--- src/hw/rtl/cppr_pkg.sv ---
// ----------------------------------------------------------------------------
// cppr_pkg
// Shared types and constants for the camera picture packet receiver: request
// payloads, result descriptors, frame bytes and status codes.
// ----------------------------------------------------------------------------
package cppr_pkg;

    localparam int LENGTH_BITS  = 24;
    localparam int CFG_INDEX_W  = 2;
    localparam int CFG_DATA_W   = 24;
    localparam int FRAME_LEN    = 6;
    localparam int BEAT_W       = 3;

    localparam logic [23:0] LENGTH_MASK = 24'((25'd1 << LENGTH_BITS) - 25'd1);
    localparam logic [23:0] ADDR_MAX    = 24'hFFFFFF;

    localparam logic [CFG_INDEX_W-1:0] REG_CHUNK_SIZE      = 2'd0;
    localparam logic [CFG_INDEX_W-1:0] REG_BUFFER_CAPACITY = 2'd1;

    localparam logic [12:0] CHUNK_SIZE_RESET      = 13'd512;
    localparam logic [23:0] BUFFER_CAPACITY_RESET = 24'hFFFFFF;

    localparam logic [7:0] SYNC_BYTE    = 8'hAA;
    localparam logic [7:0] ID_ACK       = 8'h0E;
    localparam logic [7:0] ID_GETPIC    = 8'h04;
    localparam logic [7:0] ID_LEN       = 8'h0A;
    localparam logic [7:0] ACK_PARAM    = 8'h04;
    localparam logic [7:0] LEN_PARAM    = 8'h01;
    localparam logic [7:0] GETPIC_PARAM = 8'h01;
    localparam logic [15:0] FINAL_ACK_ID = 16'hF0F0;

    localparam logic OP_START = 1'b0;

    localparam logic [1:0] KIND_STATUS = 2'd0;
    localparam logic [1:0] KIND_TX     = 2'd1;
    localparam logic [1:0] KIND_DATA   = 2'd2;

    localparam logic [1:0] STATUS_BUSY  = 2'd0;
    localparam logic [1:0] STATUS_DONE  = 2'd1;
    localparam logic [1:0] STATUS_ERROR = 2'd2;
    localparam logic [1:0] STATUS_SMALL = 2'd3;

    typedef enum logic [8:0] {
        PH_IDLE    = 9'b000000001,
        PH_ACK     = 9'b000000010,
        PH_LEN     = 9'b000000100,
        PH_HDR     = 9'b000001000,
        PH_PAYLOAD = 9'b000010000,
        PH_CHECK   = 9'b000100000,
        PH_DONE    = 9'b001000000,
        PH_ERROR   = 9'b010000000,
        PH_SMALL   = 9'b100000000
    } phase_t;

    typedef enum logic [1:0] {
        BURST_ONE    = 2'd0,
        BURST_GETPIC = 2'd1,
        BURST_ACK    = 2'd2
    } burst_t;

    typedef struct packed {
        logic       operation;
        logic [7:0] rx_byte;
    } in_item_t;

    typedef struct packed {
        logic [1:0]  out_kind;
        logic [7:0]  out_byte;
        logic [23:0] data_addr;
        logic [1:0]  status;
        logic [23:0] received_total;
        logic        last;
    } out_item_t;

    typedef struct packed {
        burst_t      burst;
        logic [1:0]  kind;
        logic [7:0]  data_byte;
        logic [23:0] addr;
        logic [15:0] ack_id;
        logic [1:0]  status;
        logic [23:0] total;
    } desc_t;

    function automatic logic [7:0] frame_byte(input burst_t burst,
                                              input logic [BEAT_W-1:0] beat,
                                              input logic [15:0] ack_id);
        logic [7:0] b;
        b = 8'h00;
        case (beat)
            3'd0: b = SYNC_BYTE;
            3'd1: b = (burst == BURST_GETPIC) ? ID_GETPIC : ID_ACK;
            3'd2: b = (burst == BURST_GETPIC) ? GETPIC_PARAM : 8'h00;
            3'd3: b = 8'h00;
            3'd4: b = (burst == BURST_ACK) ? ack_id[7:0] : 8'h00;
            3'd5: b = (burst == BURST_ACK) ? ack_id[15:8] : 8'h00;
            default: b = 8'h00;
        endcase
        return b;
    endfunction

endpackage

--- src/hw/rtl/cppr_tx.sv ---
// ----------------------------------------------------------------------------
// cppr_tx
// Result register and beat sequencer: holds one descriptor and plays it out
// as a single result or as a six-byte command frame.
// ----------------------------------------------------------------------------
module cppr_tx (
    input  logic               aclk,
    input  logic               aresetn,
    input  logic               load,
    input  cppr_pkg::desc_t    desc,
    output logic               free,
    output logic               m_valid,
    input  logic               m_ready,
    output cppr_pkg::out_item_t m_data
);
    import cppr_pkg::*;

    desc_t             desc_reg;
    logic              valid_reg;
    logic              valid_next;
    logic [BEAT_W-1:0] beat_reg;
    logic [BEAT_W-1:0] beat_next;
    logic              is_last;

    assign is_last = (desc_reg.burst == BURST_ONE) ||
                     (beat_reg == BEAT_W'(FRAME_LEN - 1));
    assign free    = !valid_reg || (m_ready && is_last);
    assign m_valid = valid_reg;

    always_comb begin
        valid_next = valid_reg;
        beat_next  = beat_reg;
        if (load) begin
            valid_next = 1'b1;
            beat_next  = '0;
        end else if (valid_reg && m_ready) begin
            if (is_last) begin
                valid_next = 1'b0;
            end else begin
                beat_next = beat_reg + BEAT_W'(1);
            end
        end
    end

    always_ff @(posedge aclk) begin
        if (!aresetn) begin
            valid_reg <= 1'b0;
            beat_reg  <= '0;
        end else begin
            valid_reg <= valid_next;
            beat_reg  <= beat_next;
        end
    end

    always_ff @(posedge aclk) begin
        if (load) begin
            desc_reg <= desc;
        end
    end

    always_comb begin
        m_data.status         = desc_reg.status;
        m_data.received_total = desc_reg.total;
        m_data.last           = is_last;
        if (desc_reg.burst == BURST_ONE) begin
            m_data.out_kind  = desc_reg.kind;
            m_data.out_byte  = desc_reg.data_byte;
            m_data.data_addr = desc_reg.addr;
        end else begin
            m_data.out_kind  = KIND_TX;
            m_data.out_byte  = frame_byte(desc_reg.burst, beat_reg, desc_reg.ack_id);
            m_data.data_addr = '0;
        end
    end

    a_single_one_beat: assert property (@(posedge aclk) disable iff (!aresetn)
        valid_reg && desc_reg.burst == BURST_ONE |-> beat_reg == '0)
        else $error("single result past its first beat");

    a_beat_range: assert property (@(posedge aclk) disable iff (!aresetn)
        valid_reg |-> beat_reg < BEAT_W'(FRAME_LEN))
        else $error("beat counter beyond frame length");

    a_frame_advance: assert property (@(posedge aclk) disable iff (!aresetn)
        valid_reg && m_ready && !is_last |=> valid_reg && beat_reg == $past(beat_reg) + 3'd1)
        else $error("frame beat skipped or dropped");

    a_nontx_last: assert property (@(posedge aclk) disable iff (!aresetn)
        m_valid && m_data.out_kind != KIND_TX |-> m_data.last)
        else $error("status or data result not marked last");

endmodule

--- src/hw/rtl/camera_picture_packet_receiver.sv ---
// ----------------------------------------------------------------------------
// camera_picture_packet_receiver
// Host side of a serial camera picture transfer: sends GET PICTURE, parses
// ACK, length and data packets, acknowledges length and data packets, gives out data.
// ----------------------------------------------------------------------------
// result: the first result is valid in the cycle after the request is accepted
// throughput: one request per cycle when each gives one result and m_ready is
//   high; a request that sends a frame holds the result port until its six bytes are taken
// reset: synchronous active-low aresetn; phase idle, counters cleared,
//   chunk_size 512, buffer_capacity 16777215
module camera_picture_packet_receiver (
    input  logic                                aclk,
    input  logic                                aresetn,
    input  logic                                s_valid,
    output logic                                s_ready,
    input  cppr_pkg::in_item_t                  s_data,
    output logic                                m_valid,
    input  logic                                m_ready,
    output cppr_pkg::out_item_t                 m_data,
    input  logic                                cfg_valid,
    output logic                                cfg_ready,
    input  logic [cppr_pkg::CFG_INDEX_W-1:0]    cfg_index,
    input  logic [cppr_pkg::CFG_DATA_W-1:0]     cfg_data
);
    import cppr_pkg::*;

    logic [12:0] chunk_size_reg;
    logic [23:0] capacity_reg;

    phase_t      phase_reg,  phase_next;
    logic [15:0] fbc_reg,    fbc_next;
    logic [23:0] len_reg,    len_next;
    logic [23:0] rc_reg,     rc_next;
    logic [15:0] id_reg,     id_next;
    logic [15:0] psize_reg,  psize_next;
    logic [23:0] base_reg,   base_next;

    logic        accept;
    logic        tx_free;
    desc_t       desc;

    logic [15:0] pos_inc;
    logic [23:0] len_upd;
    logic [15:0] psize_upd;
    logic [7:0]  exp1;
    logic [7:0]  exp2;
    logic        bad;
    logic [23:0] pay_addr;
    logic [15:0] id_inc;
    logic [23:0] step;
    logic [23:0] prod;

    assign cfg_ready = 1'b1;
    assign s_ready   = tx_free;
    assign accept    = s_valid && s_ready;

    always_ff @(posedge aclk) begin
        if (!aresetn) begin
            chunk_size_reg <= CHUNK_SIZE_RESET;
            capacity_reg   <= BUFFER_CAPACITY_RESET;
        end else if (cfg_valid && cfg_ready) begin
            case (cfg_index)
                REG_CHUNK_SIZE:      chunk_size_reg <= cfg_data[12:0];
                REG_BUFFER_CAPACITY: capacity_reg   <= cfg_data[23:0];
                default: ;
            endcase
        end
    end

    assign pos_inc  = fbc_reg + 16'd1;
    assign pay_addr = base_reg + {8'd0, fbc_reg};
    assign id_inc   = id_reg + 16'd1;
    assign step     = 24'(chunk_size_reg) - 24'd6;
    assign prod     = step * {8'd0, id_inc};
    assign exp1     = (phase_reg == PH_ACK) ? ID_ACK : ID_LEN;
    assign exp2     = (phase_reg == PH_ACK) ? ACK_PARAM : LEN_PARAM;

    always_comb begin
        len_upd = len_reg;
        if (phase_reg == PH_LEN) begin
            case (fbc_reg)
                16'd3: len_upd = len_reg | {16'd0, s_data.rx_byte};
                16'd4: len_upd = len_reg | {8'd0, s_data.rx_byte, 8'd0};
                16'd5: len_upd = len_reg | {s_data.rx_byte, 16'd0};
                default: len_upd = len_reg;
            endcase
        end
        len_upd = len_upd & LENGTH_MASK;
    end

    always_comb begin
        psize_upd = psize_reg;
        case (fbc_reg)
            16'd2: psize_upd = {psize_reg[15:8], s_data.rx_byte};
            16'd3: psize_upd = {s_data.rx_byte, psize_reg[7:0]};
            default: psize_upd = psize_reg;
        endcase
    end

    always_comb begin
        bad = 1'b0;
        case (fbc_reg)
            16'd0: bad = (s_data.rx_byte != SYNC_BYTE);
            16'd1: bad = (s_data.rx_byte != exp1);
            16'd2: bad = (s_data.rx_byte != exp2);
            default: bad = 1'b0;
        endcase
    end

    always_comb begin
        phase_next = phase_reg;
        fbc_next   = fbc_reg;
        len_next   = len_reg;
        rc_next    = rc_reg;
        id_next    = id_reg;
        psize_next = psize_reg;
        base_next  = base_reg;

        desc.burst     = BURST_ONE;
        desc.kind      = KIND_STATUS;
        desc.data_byte = 8'h00;
        desc.addr      = '0;
        desc.ack_id    = '0;

        if (s_data.operation == OP_START) begin
            phase_next = PH_ACK;
            fbc_next   = '0;
            len_next   = '0;
            rc_next    = '0;
            id_next    = '0;
            psize_next = '0;
            base_next  = '0;
            desc.burst = BURST_GETPIC;
        end else begin
            case (phase_reg)
                PH_ACK, PH_LEN: begin
                    fbc_next = pos_inc;
                    len_next = len_upd;
                    if (bad) begin
                        phase_next = PH_ERROR;
                    end else if (fbc_reg >= 16'd5) begin
                        fbc_next = '0;
                        if (phase_reg == PH_ACK) begin
                            phase_next = PH_LEN;
                            len_next   = '0;
                        end else if (len_upd >= capacity_reg) begin
                            phase_next = PH_SMALL;
                        end else begin
                            phase_next = PH_HDR;
                            id_next    = '0;
                            base_next  = '0;
                            desc.burst = BURST_ACK;
                        end
                    end
                end
                PH_HDR: begin
                    psize_next = psize_upd;
                    fbc_next   = pos_inc;
                    if (fbc_reg >= 16'd3) begin
                        fbc_next   = '0;
                        phase_next = (psize_upd == 16'd0) ? PH_CHECK : PH_PAYLOAD;
                    end
                end
                PH_PAYLOAD: begin
                    if (pay_addr < capacity_reg) begin
                        desc.kind      = KIND_DATA;
                        desc.data_byte = s_data.rx_byte;
                        desc.addr      = pay_addr;
                    end
                    if (rc_reg < ADDR_MAX) begin
                        rc_next = rc_reg + 24'd1;
                    end
                    fbc_next = pos_inc;
                    if (pos_inc >= psize_reg) begin
                        fbc_next   = '0;
                        phase_next = PH_CHECK;
                    end
                end
                PH_CHECK: begin
                    fbc_next = pos_inc;
                    if (fbc_reg >= 16'd1) begin
                        fbc_next   = '0;
                        desc.burst = BURST_ACK;
                        if (rc_reg >= len_reg) begin
                            phase_next  = PH_DONE;
                            desc.ack_id = FINAL_ACK_ID;
                        end else begin
                            id_next     = id_inc;
                            base_next   = prod;
                            phase_next  = PH_HDR;
                            desc.ack_id = id_inc;
                        end
                    end
                end
                default: ;
            endcase
        end

        case (phase_next)
            PH_DONE:  desc.status = STATUS_DONE;
            PH_ERROR: desc.status = STATUS_ERROR;
            PH_SMALL: desc.status = STATUS_SMALL;
            default:  desc.status = STATUS_BUSY;
        endcase
        desc.total = rc_next;
    end

    always_ff @(posedge aclk) begin
        if (!aresetn) begin
            phase_reg <= PH_IDLE;
            fbc_reg   <= '0;
            len_reg   <= '0;
            rc_reg    <= '0;
            id_reg    <= '0;
            psize_reg <= '0;
            base_reg  <= '0;
        end else if (accept) begin
            phase_reg <= phase_next;
            fbc_reg   <= fbc_next;
            len_reg   <= len_next;
            rc_reg    <= rc_next;
            id_reg    <= id_next;
            psize_reg <= psize_next;
            base_reg  <= base_next;
        end
    end

    cppr_tx u_tx (
        .aclk    (aclk),
        .aresetn (aresetn),
        .load    (accept),
        .desc    (desc),
        .free    (tx_free),
        .m_valid (m_valid),
        .m_ready (m_ready),
        .m_data  (m_data)
    );

    a_phase_onehot: assert property (@(posedge aclk) disable iff (!aresetn)
        $onehot(phase_reg))
        else $error("phase register not one-hot");

    a_start_sends_frame: assert property (@(posedge aclk) disable iff (!aresetn)
        accept && s_data.operation == OP_START |=> m_valid && m_data.out_kind == KIND_TX
            && phase_reg == PH_ACK && rc_reg == '0)
        else $error("start request did not begin transfer");

    a_count_monotonic: assert property (@(posedge aclk) disable iff (!aresetn)
        accept && s_data.operation != OP_START |=> rc_reg >= $past(rc_reg))
        else $error("received count went backwards");

endmodule
--- config.mk ---
export PLATFORM = sky130hd
export DESIGN_NAME = camera_picture_packet_receiver
export DESIGN_NICKNAME = d
export VERILOG_FILES = /design/src/hw/rtl/cppr_pkg.sv /design/src/hw/rtl/cppr_tx.sv /design/src/hw/rtl/camera_picture_packet_receiver.sv
export SDC_FILE = /design/constraint.sdc
export NUM_CORES = 1
export LEC_CHECK = 0
export BUFFER_PORTS_ARGS = -buffer_cell sky130_fd_sc_hd__clkbuf_2
export CORE_MARGIN = 5
export CORE_UTILIZATION = 40
export CTS_CLUSTER_DIAMETER = 150
export DETAILED_ROUTE_END_ITERATION = 16
export GPL_TIMING_DRIVEN = 0
export PLACE_DENSITY = 0.6
export REMOVE_ABC_BUFFERS = 1
export SYNTH_ARGS = -nofsm -noshare
export SYNTH_HDL_FRONTEND = slang
export SYNTH_HIERARCHICAL = 1
export SYNTH_SLANG_ARGS = --single-unit
--- constraint.sdc ---
create_clock -name aclk -period 9.9 [get_ports aclk]
set_input_delay 1.98 -clock aclk [delete_from_list [all_inputs] [get_ports aclk]]
set_output_delay 1.98 -clock aclk [all_outputs]
set_load 0.02 [all_outputs]
==> results.cfg, run 1 <==
[cells_and_area]
largest_register_ff_count = 52
nets = 2896
area.sequential_mm2 = 0.005746
postLayoutCellArea_mm2 = 0.02357
multi_input_area_mm2 = 0.01422
drive_above_1_share_pct = 8.027
layout_common_cells = 282 x inv_1, 266 x nand2_1, 212 x nor2_1
stdcell_count = 3227
final_common_cell = inv_1
fill_cells = 5212
syn2layout_area_growth_pct = 8.992

[cts]
cts_hold_buf = 0
clockBufferDepth = 3
postCtsSetupRepairBufs = 0
clock_latency_ps = 560
cts_htree_levels = 1
path_clk_slew_ps = 70
cts_resized = 0
tritoncts = yes
clkSinkCount = 248
cts_root_buf = clkbuf_16
cts_made_buffers = 26

[placement]
port-buffer-count = 102
place_area_mm2 = 0.02260
dpl.cell_count = 3177
place.gp.congestion = 0.9402
hpwl_um = 48550
pre_cts_ws_ps = 740.9

[setup_path]
cp.arrival_ps = 9690
crit_type = reg2reg
cp_slowest_cell = xor2_1
path_max_fanout = 20
cpPeakStageDelay_ps = 1030
critical_path_buf_inv_count = 3
startpoint_type = flop
cp_top_family = adder cells
end_kind = flop
cp.required_ps = 10390
path_cells = ha_1 -> and4_1 -> and4_1 -> xor2_1 -> nand2_1 -> fa_1 -> inv_1 -> fa_1 -> fa_1 -> inv_1 -> fa_1 -> inv_1 -> fa_1 -> fa_1 -> ha_1 -> a21o_1 -> or2_2 -> o311ai_0 -> nand2_1 -> a221oi_1 -> a211o_1 -> xor2_1 -> or4_1 -> a21oi_1
critPathMostFrequentCell = fa_1

[floorplan]
core_mm2 = 0.05371
die_area_mm2 = 0.05881
die_h_um = 242.5
io_pins = 104
fp.dieW_um = 242.5
initial_utilization_pct = 40.26
row_count = 85

[synth]
synth.ff_latch_count = 248
syn_area_mm2 = 0.02162
syn_avg_cell_area_um2 = 8.602
yosysSeqAreaShare_pct = 26.57
yosys_warnings = 6
ys.flop_type = dfxtp_1
synth-edff-count = 78
syn_inst = 2514
synthArstFlopShare_pct = 0
post_synth_num_cell_types = 86

[global_route]
antenna_found_initial = 2
grt_pass1_vias = 18140
grt_pass1_wl_um = 101200
grt_overflow = 0
grt_max_degree = 77
grt_usage_pct = 21.17

[timing]
rsz0062_at_grt = false
tightest_slew_ps = 1410
finalCritPeriodShare_pct = 93.01
slew_headroom_pct = 5.312
finalSetupViolations = 0
fin_worst_skew_ps = 15.06
hold_viol_final = 0
fmax_ghz = 0.1086
min_period_ps = 9208
slew_viol_final = 0
setup_slack_ps = 692.2

[drt]
first_iter_violations = 1126
wl_um = 63970
ant_nets = 0
drc = 0
wire_per_inst_um = 19.82
via_per_inst = 5.605
drt-pass1-iter-count = 5
vias = 18090

[worst_hold_path]
hold_class = reg2reg

[power]
powerDensity_mw_per_mm2 = 104.5
cellLeakagePower_nw = 10.53
vdd_drop_max_mv = 0.09109

[flow_run]
cap_violations = 0

[run_status]
status = finished clean
[metrics by stage]
stage	setup TNS (ps)	util (%)	hold slack [ps]	power (mW)
final	0	43.88	478.0	2.464
after global placement	-103440	41.58	466.7	1.389
after floorplan	0	-	453.2	1.279
after detailed placement	0	42.09	472.6	1.399
after global routing	0	43.88	513.4	2.553
after CTS	0	43.82	480.5	2.479
[cell usage after synthesis (17+ instances only)]
library cell    n  share of area [%]
a21o_1         48                1.7
a21oi_1       172                4.0
a22oi_1        35                1.2
and2_1         50                1.4
and3_1         18               0.52
buf_4          29                1.0
clkbuf_1      100                1.7
dfxtp_1       170                 16
edfxtp_1       78                 11
fa_1          155                 14
ha_1          191                 11
inv_1         285                4.9
nand2_1       267                4.6
nand2b_1       17               0.49
nand3_1        42               0.97
nand4_1        30               0.87
nor2_1        212                3.7
nor2b_1        21               0.61
nor3_1         57                1.3
nor3b_1        18               0.62
o211ai_1       37                1.3
o21ai_0        72                1.7
o31ai_1        25               0.87
or3_1          21               0.61
or4_1          35                1.2
xnor2_1        63                2.6
xor2_1         62                2.5
[area by class of cell]
type                       instances  area share [%]
antenna                            2         0.02123
tap                              696           3.695
sequential                       248           24.38
multi-input combinational       1831           60.35
inverter                         290           4.640
timing repair buffer             113           2.973
clock buffer                      30           2.883
clock inverter                    17           1.062
[where the power goes]
group / leakage (nW) / switching (mW) / internal [mW]
clock: 0.460 / 0.433 / 0.650
combinational: 7.91 / 0.208 / 0.0841
sequential: 2.16 / 0.0145 / 1.07
[metal layers]
layer / vias to the layer above / part of all wire, % / track usage (%)
met5: - / 0 / 0
met4: 0 / 3.5 / 7.284
met3: 132 / 5.6 / 2.604
met2: 586 / 47 / 35.91
met1: 8802 / 44 / 28.07
li1: 8567 / - / -
[tightest hold or removal path, stage by stage, from the launching register on]
cell,delay [ps]
dfxtp_1,310
o21ai_0,70
a21oi_1,60
[kinds of logic (layout without fill, tap and decap cells)]
| group | count (synthesis) | count (layout) | share of synthesized area (%) |
|---|---|---|---|
| adder cells (fa/ha/maj) | 346 | 346 | 25.40 |
| multiplexers | 3 | 3 | 0.1389 |
| AO/OA/AOI/OAI | 509 | 509 | 15.39 |
| buffers and inverters | 435 | 450 | 8.141 |
| flip-flops | 248 | 248 | 26.57 |
| AND/OR/NAND/NOR | 844 | 844 | 19.03 |
| other | 2 | 4 | 0.03473 |
| XOR/XNOR | 127 | 127 | 5.294 |
[worst paths after layout]
kind | startpoint | end | cells past startpoint | slack, ps
setup / recovery | id_reg[0]$_SDFFE_PN0P_ | base_reg[21]$_SDFFE_PN0P_ | 24 | 690
hold / removal | base_reg[11]$_SDFFE_PN0P_ | base_reg[11]$_SDFFE_PN0P_ | 2 | 480
setup reg to reg | id_reg[0]$_SDFFE_PN0P_ | base_reg[21]$_SDFFE_PN0P_ | 24 | 690
hold reg to reg | base_reg[11]$_SDFFE_PN0P_ | base_reg[11]$_SDFFE_PN0P_ | 2 | 480
(Power assumes the default switching activity.)
==> inputs of run 2 (changes only) <==
--- a/config.mk
+++ b/config.mk
@@ -5,6 +5,7 @@
 export SDC_FILE = /design/constraint.sdc
 export NUM_CORES = 1
 export LEC_CHECK = 0
+export ABC_AREA = 1
 export BUFFER_PORTS_ARGS = -buffer_cell sky130_fd_sc_hd__clkbuf_2
 export CORE_MARGIN = 5
 export CORE_UTILIZATION = 40
==> results.cfg, run 2 <==
[placement]
dpl.cell_count = 3757
port-buffer-count = 102
hpwl_um = 51830
place.gp.congestion = 0.9269

[timing]
fmax_ghz = 0.1200
fin_worst_skew_ps = 28.86
finalSetupViolations = 0
tightest_slew_ps = 1360
hold_viol_final = 0
finalCritPeriodShare_pct = 84.17
rsz0062_at_grt = false
slew_viol_final = 0
min_period_ps = 8333
slew_headroom_pct = 9.355

[synth]
synthTopCellsByCount = 663 x nand2_1, 503 x inv_1, 289 x nor2_1
synth-edff-count = 78
synth.ff_latch_count = 248
synthArstFlopShare_pct = 0
syn_inst = 3017
yosysSeqAreaShare_pct = 25.65
yosys.area.top_type = dfxtp_1
post_synth_num_cell_types = 60
syn_avg_cell_area_um2 = 7.426
synth_top_cell_area_share_pct = 15.19
ys.flop_type = dfxtp_1
ys_top_cells_by_area = dfxtp_1 15%, fa_1 14%, nand2_1 11%
yosys_warnings = 6
syn_area_mm2 = 0.02240
synth_most_common_cell = nand2_1

[setup_path]
critical_path_buf_inv_count = 6
cp.arrival_ps = 8830
crit_type = reg2reg
end_kind = flop
startpoint_type = flop
critPathMostFrequentCell = fa_1
cp.required_ps = 10400
path_max_fanout = 15
cp_slowest_cell = xor2_1
cp_top_family = adder cells
cpPeakStageDelay_ps = 970

[drt]
first_iter_violations = 1441
drt-pass1-iter-count = 5
vias = 19510
wire_per_inst_um = 17.57
ant_nets = 0
via_per_inst = 5.117
drc = 0
wl_um = 67000

[cts]
postCtsSetupRepairBufs = 0
clock_latency_ps = 590
cts_htree_levels = 1
path_clk_slew_ps = 60
clockBufferDepth = 3
cts_root_buf = clkbuf_16
cts_made_buffers = 30
tritoncts = yes
cts_resized = 0
cts_hold_buf = 0
clkSinkCount = 248

[cells_and_area]
stdcell_count = 3813
largest_register_ff_count = 52
drive_above_1_share_pct = 8.548
layout_common_cells = 663 x nand2_1, 503 x inv_1, 288 x nor2_1
nets = 3427
syn2layout_area_growth_pct = 8.808
antennaDiodeCount = 0
final_common_cell = nand2_1

[floorplan]
row_count = 86
die_area_mm2 = 0.06084
io_pins = 104
core_mm2 = 0.05531
fp.dieW_um = 246.7
die_h_um = 246.7
initial_utilization_pct = 40.51

[power]
power_mw = 3.021
vdd_drop_max_mv = 0.1279
powerDensity_mw_per_mm2 = 123.9
cellLeakagePower_nw = 11.48

[run_status]
status = finished clean

[global_route]
grt_util_met2_pct = 34.32
antenna_found_initial = 0
grt.busiest_layer = met2
grtUsageMet1_pct = 31.33
grt_pass1_wl_um = 105400
grt_pass1_vias = 18620
grt_overflow = 0
grt_usage_pct = 21.92
gr-usage-met3_pct = 4.129
grt_max_degree = 90

[flow_run]
cap_violations = 0

[worst_hold_path]
hold_class = reg2reg
[run 2: cell count changes in the layout (fill, tap and decap cells not counted), sizes merged, moves of 21 or more]
cell,delta
a21o,-43
a21oi,+74
a22oi,-35
and2,-48
inv,+241
nand2,+416
nand3,+100
nor2,+96
nor2b,-21
o21ai,+28
or3,-21
or4,-37
xnor2,-49
[run 2: power breakdown]
part	switching [mW]	total [mW]	internal, mW
clock	0.478	1.15	0.672
combinational	0.524	0.767	0.243
sequential	0.0210	1.10	1.08
[run 2: worst min-delay path, cell delays in order (launching register included)]
cell,delay (ps)
dfxtp_1,310
nand2_1,60
a21oi_1,50
[run 2: worst paths after layout]
check / startpoint / to / slack [ps] / cells past startpoint
max: id_reg[0]$_SDFFE_PN0P_ / base_reg[17]$_SDFFE_PN0P_ / 1570 / 26
min: len_reg[4]$_SDFFE_PN0P_ / len_reg[4]$_SDFFE_PN0P_ / 460 / 2
max reg2reg: id_reg[0]$_SDFFE_PN0P_ / base_reg[17]$_SDFFE_PN0P_ / 1570 / 26
min reg2reg: len_reg[4]$_SDFFE_PN0P_ / len_reg[4]$_SDFFE_PN0P_ / 460 / 2
[run 2: metrics by stage]
step           setup TNS, ps  instance area [um^2]  utilization, %  setup WS, ps  hold slack (ps)
4_1_cts                    0                 24380           44.07          1629            462.5
3_5_place_dp               0                 23350           42.22          1684            452.6
6_report                   0                 24380           44.07          1567            463.4
3_3_place_gp          -542.0                 23230           42.00        -52.57            450.6
2_1_floorplan              0                 21780               -          2900            440.9
5_1_grt                    0                 24380           44.07         811.9            480.1
[run 2: routing by layer]
| metal | wire (um) | up-vias | share of wire, % |
|---|---|---|---|
| met2 | 29190 | 617 | 44 |
| li1 | - | 9676 | - |
| met3 | 5047 | 105 | 7.5 |
| met5 | 0 | - | 0 |
| met1 | 30910 | 9114 | 46 |
| met4 | 1852 | 0 | 2.8 |
[run 2: final cells by class]
| class | instances | area (um^2) |
|---|---|---|
| Clock inverter | 20 | 200.2 |
| Multi-Input combinational cell | 2121 | 14060 |
| Sequential cell | 248 | 5746 |
| Clock buffer | 36 | 824.5 |
| Tap cell | 748 | 935.9 |
| Inverter | 534 | 2012 |
| Fill cell | 5705 | 30930 |
| Timing Repair Buffer | 106 | 599.3 |
[run 2: cells by family (layout without fill, tap and decap cells)]
logic type                 count (synthesis)  in the layout  synth area share, %
xor gates and xnor gates                  59             59                2.340
and+or+nand+nor                         1265           1265                24.56
AOI/OAI and AO/OA                        449            449                11.18
adders and majority gates                346            346                24.52
DFF                                      248            248                25.65
buffers and inverters                    648            696                11.72
other                                      2              2              0.03352
